`config.mk`:
```
export PLATFORM = sky130hd
export DESIGN_NAME = mvc_ctl
export DESIGN_NICKNAME = d
export VERILOG_FILES = /design/src/rtl/mvc_pkg.sv /design/src/rtl/mvc_ctl.sv
export SDC_FILE = /design/constraint.sdc
export NUM_CORES = 1
export LEC_CHECK = 0
export BUFFER_PORTS_ARGS = -buffer_cell sky130_fd_sc_hd__clkbuf_2
export CORE_AREA = 10 10 47 49
export CTS_BUF_LIST = sky130_fd_sc_hd__clkbuf_4 sky130_fd_sc_hd__clkbuf_8
export DETAILED_ROUTE_END_ITERATION = 8
export DIE_AREA = 0 0 57 59
export HOLD_SLACK_MARGIN = 0.1
export SLEW_MARGIN = 30
export SYNTH_ARGS = -nofsm -noshare
export SYNTH_HDL_FRONTEND = slang
export SYNTH_SLANG_ARGS = --single-unit
export TNS_END_PERCENT = 5
```
`constraint.sdc`:
```
create_clock -name clk -period 2.49 [get_ports clk]
set_clock_uncertainty 0.2 [all_clocks]
set_input_delay 0.249 -clock clk [delete_from_list [all_inputs] [get_ports clk]]
set_output_delay 0.249 -clock clk [all_outputs]
set_load 0.01 [all_outputs]
```
`src/rtl/mvc_pkg.sv`:
```
// ----------------------------------------------------------------------------
// mvc_pkg
// Shared types, constants and the quarter-wave sine table for the chorus.
// ----------------------------------------------------------------------------
package mvc_pkg;

    localparam int LINE_DEPTH      = 8192;
    localparam int MAX_VOICE_TOTAL = 16;
    localparam int SINE_POINTS     = 1024;

    localparam int SAMPLE_W     = 24;
    localparam int FRAC_W       = 8;
    localparam int LINE_AW      = $clog2(LINE_DEPTH);
    localparam int POS_W        = LINE_AW + FRAC_W;
    localparam int DLY_W        = ((POS_W > 21) ? POS_W : 21) + 2;
    localparam int SINE_AW      = $clog2(SINE_POINTS);
    localparam int QTR_AW       = SINE_AW - 2;
    localparam int QUARTER_POINTS = SINE_POINTS / 4;
    localparam int VOICE_W      = $clog2(MAX_VOICE_TOTAL);
    localparam int VCNT_W       = VOICE_W + 1;
    localparam int SUM_W        = SAMPLE_W + VOICE_W;
    localparam int DIVD_W       = SUM_W + 1;
    localparam int DCNT_W       = $clog2(DIVD_W);
    localparam int MIX_W        = DIVD_W + 18;
    localparam int CFG_IDX_W    = 3;
    localparam int CFG_DATA_W   = 32;

    localparam logic signed [DLY_W-1:0] MAX_DLY = DLY_W'((LINE_DEPTH - 1) * 256);
    localparam logic signed [MIX_W-16:0] SAT_MAX = (MIX_W-15)'(8388607);
    localparam logic signed [MIX_W-16:0] SAT_MIN = -(MIX_W-15)'(8388608);

    typedef enum logic [CFG_IDX_W-1:0] {
        REG_BASE_DELAY  = 3'd0,
        REG_MOD_DEPTH   = 3'd1,
        REG_PHASE_STEP  = 3'd2,
        REG_WET_MIX     = 3'd3,
        REG_VOICE_COUNT = 3'd4
    } cfg_reg_e;

    typedef struct packed {
        logic signed [SAMPLE_W-1:0] in_left;
        logic signed [SAMPLE_W-1:0] in_right;
    } mvc_in_t;

    typedef struct packed {
        logic signed [SAMPLE_W-1:0] out_left;
        logic signed [SAMPLE_W-1:0] out_right;
    } mvc_out_t;

    typedef enum logic [3:0] {
        ST_CLEAR,
        ST_IDLE,
        ST_PHASE,
        ST_DELAY,
        ST_READ_A,
        ST_READ_B,
        ST_ACCUM,
        ST_DIV_LOAD,
        ST_DIV_RUN,
        ST_WET,
        ST_MIX,
        ST_PUT
    } mvc_state_t;

    typedef struct packed {
        logic clr_wr;
        logic line_wr;
        logic sine_ld;
        logic dly_ld;
        logic rd_a;
        logic rd_b;
        logic accum;
        logic div_ld;
        logic div_step;
        logic wet_ld;
        logic mix_fin;
        logic side_next;
        logic out_ld;
    } mvc_cmd_t;

    typedef struct packed {
        logic clear_done;
        logic last_voice;
        logic div_last;
        logic side;
        logic out_free;
    } mvc_status_t;

    typedef logic [15:0] sine_tab_t [0:QUARTER_POINTS];

    localparam longint unsigned HALF_PI_Q30 = 64'd1686629713;
    localparam longint unsigned TAYLOR_DIV [1:7] = '{6, 20, 42, 72, 110, 156, 210};

    // Integer Taylor series in Q30, rounded to Q15; evaluated at elaboration.
    function automatic sine_tab_t build_sine();
        sine_tab_t        tab;
        longint unsigned  x;
        longint unsigned  x2;
        longint unsigned  term;
        longint           sum;
        longint           q;
        for (int k = 0; k <= QUARTER_POINTS; k++)
        begin
            x    = (HALF_PI_Q30 * longint'(k) + QUARTER_POINTS / 2) / QUARTER_POINTS;
            x2   = (x * x + (64'd1 << 29)) >> 30;
            term = x;
            sum  = longint'(x);
            for (int n = 1; n <= 7; n++)
            begin
                term = ((term * x2) >> 30) / TAYLOR_DIV[n];
                if (n % 2 == 1)
                    sum = sum - longint'(term);
                else
                    sum = sum + longint'(term);
            end
            q = (sum + (64'sd1 <<< 14)) >>> 15;
            if (q < 0)
                q = 0;
            if (q > 32768)
                q = 32768;
            tab[k] = 16'(q);
        end
        return tab;
    endfunction

    localparam sine_tab_t SINE_TAB = build_sine();

    function automatic logic [31:0] phase_init(input int v);
        return 32'((64'(v) << 32) / MAX_VOICE_TOTAL);
    endfunction

endpackage

```
`src/rtl/mvc_ctl.sv`:
```
// ----------------------------------------------------------------------------
// mvc_ctl
// Sequencer: clearing pass, per-voice reads, two divisions and the mix.
// ----------------------------------------------------------------------------
module mvc_ctl
    import mvc_pkg::*;
(
    input  logic        clk,
    input  logic        rst_n,
    input  logic        in_valid,
    output logic        in_stall,
    input  mvc_status_t status,
    output mvc_cmd_t    cmd
);

    mvc_state_t state_reg;
    mvc_state_t state_next;

    always_ff @(posedge clk or negedge rst_n)
    begin
        if (!rst_n)
            state_reg <= ST_CLEAR;
        else
            state_reg <= state_next;
    end

    always_comb
    begin
        state_next = state_reg;
        unique case (state_reg)
            ST_CLEAR:    if (status.clear_done) state_next = ST_IDLE;
            ST_IDLE:     if (in_valid) state_next = ST_PHASE;
            ST_PHASE:    state_next = ST_DELAY;
            ST_DELAY:    state_next = ST_READ_A;
            ST_READ_A:   state_next = ST_READ_B;
            ST_READ_B:   state_next = ST_ACCUM;
            ST_ACCUM:    state_next = status.last_voice ? ST_DIV_LOAD : ST_PHASE;
            ST_DIV_LOAD: state_next = ST_DIV_RUN;
            ST_DIV_RUN:  if (status.div_last) state_next = ST_WET;
            ST_WET:      state_next = ST_MIX;
            ST_MIX:      state_next = status.side ? ST_PUT : ST_DIV_LOAD;
            ST_PUT:      if (status.out_free) state_next = ST_IDLE;
            default:     state_next = ST_CLEAR;
        endcase
    end

    always_comb
    begin
        cmd      = '0;
        in_stall = 1'b1;
        unique case (state_reg)
            ST_CLEAR:    cmd.clr_wr = 1'b1;
            ST_IDLE:
            begin
                in_stall    = 1'b0;
                cmd.line_wr = in_valid;
            end
            ST_PHASE:    cmd.sine_ld = 1'b1;
            ST_DELAY:    cmd.dly_ld = 1'b1;
            ST_READ_A:   cmd.rd_a = 1'b1;
            ST_READ_B:   cmd.rd_b = 1'b1;
            ST_ACCUM:    cmd.accum = 1'b1;
            ST_DIV_LOAD: cmd.div_ld = 1'b1;
            ST_DIV_RUN:  cmd.div_step = 1'b1;
            ST_WET:      cmd.wet_ld = 1'b1;
            ST_MIX:
            begin
                cmd.mix_fin   = 1'b1;
                cmd.side_next = !status.side;
            end
            ST_PUT:      cmd.out_ld = status.out_free;
            default:     cmd = '0;
        endcase
    end

endmodule

```
======== Yosys cells after proc, flatten, opt, wreduce, memory -nomap -nowiden ========
Cells that the tools add are included.
storage, ports and cells
  register bits ........................... 4
  input bits .............................. 8
  output and inout bits ................... 14
  logic and storage cells ................. 39
cells by class
  eq/ne operators ......................... 15
  multiplexer cells ....................... 20
  reductions and logical operators ........ 3
operators by type and width
  kind                  number
  $pmux W4 S12          1
  $mux W4               5
  $eq A4 B3 Y1 const B  4
  $eq A4 B4 Y1 const B  4
  $mux W1               12
  $eq A4 B2 Y1 const B  2
  $ne A2 B2 Y1 const B  4
  $eq A4 B1 Y1 const B  1
  $logic_not A4 Y1      1
  $reduce_and A4 Y1     1
  $mux W3               1
  $mux W2               1
  $logic_not A1 Y1      1

======== Depth between registers and ports, before layout ========
  word-level depth ........................ 3
  mapped depth ............................ 4
  gate-level depth less buffers ........... 3

======== Worst setup path after synthesis ========
OpenSTA, ideal clock, no wires.
  path kind ............................... flip-flop to output port
  from .................................... register state_reg[0]
  to ...................................... output port cmd[12] in the netlist's numbering
  arrival ................................. 1.039 ns
  data required time ...................... 2.041 ns
  path slack .............................. 1.002 ns
  stages on the path, launching flop included .. 3
  buffers on the path ..................... 1
  path through ............................ dfrtp_1 -> clkbuf_1 -> nor4_1
RTL lines
  what                    line           RTL
  from (decl)             mvc_ctl.sv:16  mvc_state_t state_reg;
  from (signal assigned)  mvc_ctl.sv:24  state_reg <= state_next;
  to (decl)               mvc_ctl.sv:13  output mvc_cmd_t cmd

==> summary.md <==
| Metric | Value |
|---|---|
| Leak pwr | 0.2435 nW |
| Number of nets still failing antenna checks after routing | 0 |
| Cell class contributing the biggest share of worst-path delay | flip-flops |
| Endpoint type of the worst setup path | output pin |
| Clock-pin slew on the worst setup and hold paths | 0.04 ns |
| Horizontal extent of the die | 57 um |
| Number of unique standard cell types used by synthesis | 25 |
| Number of design rule violations left after detail routing | 0 |
| I/O pin count | 22 |
| Height of the die | 59 um |
| Slew at the pin closest to its max-slew limit | 0.4360 ns |
| HP Class | in -> reg |
| Total number of clock tree sinks | 4 |
| Max-Slew Margin vs Limit | 70.94% |
| FP Rows | 14 |
| Number of flip-flops under the largest register name | 4 |
| Via count | 436 |
| Proportion of layout cells with a drive suffix above 1 | 36.99% |
| Type of the worst setup path | reg -> out |
| Overall track demand over capacity in global routing | 6.401% |
| Number of diodes added for antenna fixing | 0 |
| CP Cell Sequence | nand2b_1, nor3_1, clkbuf_2 |
| Setup crit start kind | flip-flop |
| Leading post-synthesis cells by instance count | sky130_fd_sc_hd__nor2_1 (9), sky130_fd_sc_hd__nand2_1 (6), sky130_fd_sc_hd__nor3_1 (5) |
| Outcome | completed |
| Mean cell area of the mapped netlist | 7.106 um2 |
| Clock root cell | sky130_fd_sc_hd__clkbuf_4 |
| Power per Cell Area | 1179 mW/mm2 |
| Data arrival time of the critical path | 1.45 ns |
| Dpl ws | 0.8426 ns |
| Maxcap violations | 0 |
| Post-layout minimum cycle time | 1.898 ns |
| Buf/Inv on CP | 1 |
| Synth-to-Final Area Change | 33.89% |
| Initial core utilization | 26.87% |
| Async SR Flop Fraction | 100.0% |
| Routed WL | 1081 um |
| Number of antenna violations at the first check in global routing | 0 |
| Global placement routability congestion | 0.7369 |
| Via-per-instance ratio | 4.899 |
| Number of instances in the synthesized netlist | 53 |
| Number of synthesis warnings | 0 |
| Yosys top cell area share | 26.58% |
| Commonest register cell after synthesis | sky130_fd_sc_hd__dfrtp_1 |
| DPL Wire Length | 884.8 um |
| Count of flip-flops with a built-in enable after synthesis | 0 |
| Unrepaired setup endpoints after global routing | false |
| Via count of the first global-routing pass | 453 |
| DR pass1 iterations | 4 |
| CP max stage delay | 0.60 ns |
| Maximum number of pins on one net before global-route repair | 16 |
| Crit Path Max Fanout | 15 |
| Leading cell type by number of instances after synthesis | sky130_fd_sc_hd__nor2_1 |
| FF+latch count, synth | 4 |
| Share of synthesized area occupied by flip-flops and latches | 26.58% |
| Cells taking the most area after synthesis | sky130_fd_sc_hd__dfrtp_1 (27%), sky130_fd_sc_hd__nor2_1 (9.0%), sky130_fd_sc_hd__nor3_1 (6.6%) |
| Die Area | 0.003363 mm2 |
| Number of gates given a new drive strength after cts | 0 |
| Fin nets | 83 |
| Number of failing hold endpoints at the final stage | 0 |
| Max rail drop VDD | 611.4 uV |
| Global route overflow | 0 |
| Worst-skew pair later-pin latency | 0.23 ns |
| Global-route wire length before repair | 1814 um |
| Worst path required time | 2.04 ns |
| Final setup TNS | 0 ns |
| Level count of the clock H-tree | 1 |
| Drt first-iter violations | 14 |
| Number of pins exceeding their max-slew limit in the final report | 0 |
| Deepest clock path buffer count | 2 |
| Max stage delay cell, worst path | sky130_fd_sc_hd__dfrtp_1 |
| Count of final setup violators | 0 |
| CORE AREA | 0.001401 mm2 |
| Net Count, Synth | 61 |
| Routed len/inst | 12.15 um |
| Quantity of I/O buffers inserted on ports | 21 |
| TritonCTS buffer count | 3 |
| FMAX | 0.5268 GHz |
| Minimum setup slack in the final design | 0.5916 ns |
| Cell type with the largest total area after synthesis | sky130_fd_sc_hd__dfrtp_1 |
| Clock tree from TritonCTS | built |
| Cell area after synthesis | 376.6 um2 |
| Period utilization | 76.24% |
## repair_timing
action,in CTS,in global routing
endpoints found under the setup margin,0,0
hold buffers,1,0
setup buffers,0,0
endpoints found under the hold margin,4,0
## metrics by stage
stage,cells,utilization (%),cell area (um2),hold WS [ns],total power [mW]
3_3_place_gp,85,33.66,471.7,-0.1443,0.5217
5_1_grt,89,35.98,504.2,0.1247,0.6675
2_1_floorplan,53,-,376.6,-0.2466,0.4312
3_5_place_dp,85,33.66,471.7,-0.1435,0.5194
6_report,89,35.98,504.2,0.1333,0.5944
4_1_cts,89,35.98,504.2,0.1214,0.6054
## report_power, final
group	internal [mW]	switching, mW	leakage, nW	total [mW]
sequential	0.0946	0.0984	0.0494	0.193
clock	0.0538	0.0249	0.0138	0.0787
combinational	0.149	0.174	0.180	0.323
## placed cells by master (no fill, tap or decap), drive strengths merged
cell type / Yosys / final
o32a: 1 / 1
dfrtp: 4 / 4
o22ai: 2 / 2
nor2b: 1 / 1
nor4: 1 / 1
clkbuf: 1 / 24
nor3: 5 / 5
nand2b: 2 / 2
mux2: 1 / 1
a21oi: 3 / 3
nand2: 6 / 6
or3: 1 / 1
a221oi: 1 / 1
o32ai: 2 / 2
o41ai: 1 / 1
o2bb2ai: 1 / 1
o22a: 1 / 1
nor2: 9 / 9
dlygate4sd3: 0 / 1
and3: 1 / 1
nand3: 1 / 1
inv: 4 / 4
## layer usage
metal | wire, um | global-route usage, %
met3 | 64 | 1.717
met4 | 0 | 4.027
met1 | 466 | 6.786
met5 | 0 | 0
met2 | 550 | 11.01
## final cells by class
| type | instances | area (um2) |
|---|---|---|
| multi-input cells | 40 | 231.5 |
| clock buffers | 3 | 22.52 |
| repair buffers | 22 | 115.1 |
| flip-flops and latches | 4 | 100.1 |
| well taps | 16 | 20.02 |
| inverters | 4 | 15.01 |
| fillers | 160 | 897.1 |
## cell families (layout without fill, tap and decap cells)
family          count (synthesis)  in the layout  share of synthesized area (%)
compound gates                 12             12                          25.58
buf+inv                         9             29                          11.96
flops                           4              4                          26.58
mux                             1              1                          2.990
simple gates                   27             27                          32.89
## final timing paths
| check | slack, ns | cells past startpoint | endpoint | from |
|---|---|---|---|---|
| max in group asynchronous | 1.82 | 2 | state_reg[3] | rst_n |
| setup / recovery | 0.59 | 3 | cmd[4] | state_reg[3] |
| hold / removal | 0.13 | 3 | state_reg[0] | status[4] |
| min in group asynchronous | 0.15 | 2 | state_reg[2] | rst_n |
| hold reg to reg | 0.52 | 1 | state_reg[2] | state_reg[3] |
| setup reg to reg | 0.87 | 3 | state_reg[2] | state_reg[3] |
## worst min-delay path, stage by stage
cell and delay [ns]:
sky130_fd_sc_hd__clkbuf_2 0.08, sky130_fd_sc_hd__o41ai_1 0.06, sky130_fd_sc_hd__o2bb2ai_1 0.14
Power figures use the tool's default switching activity.
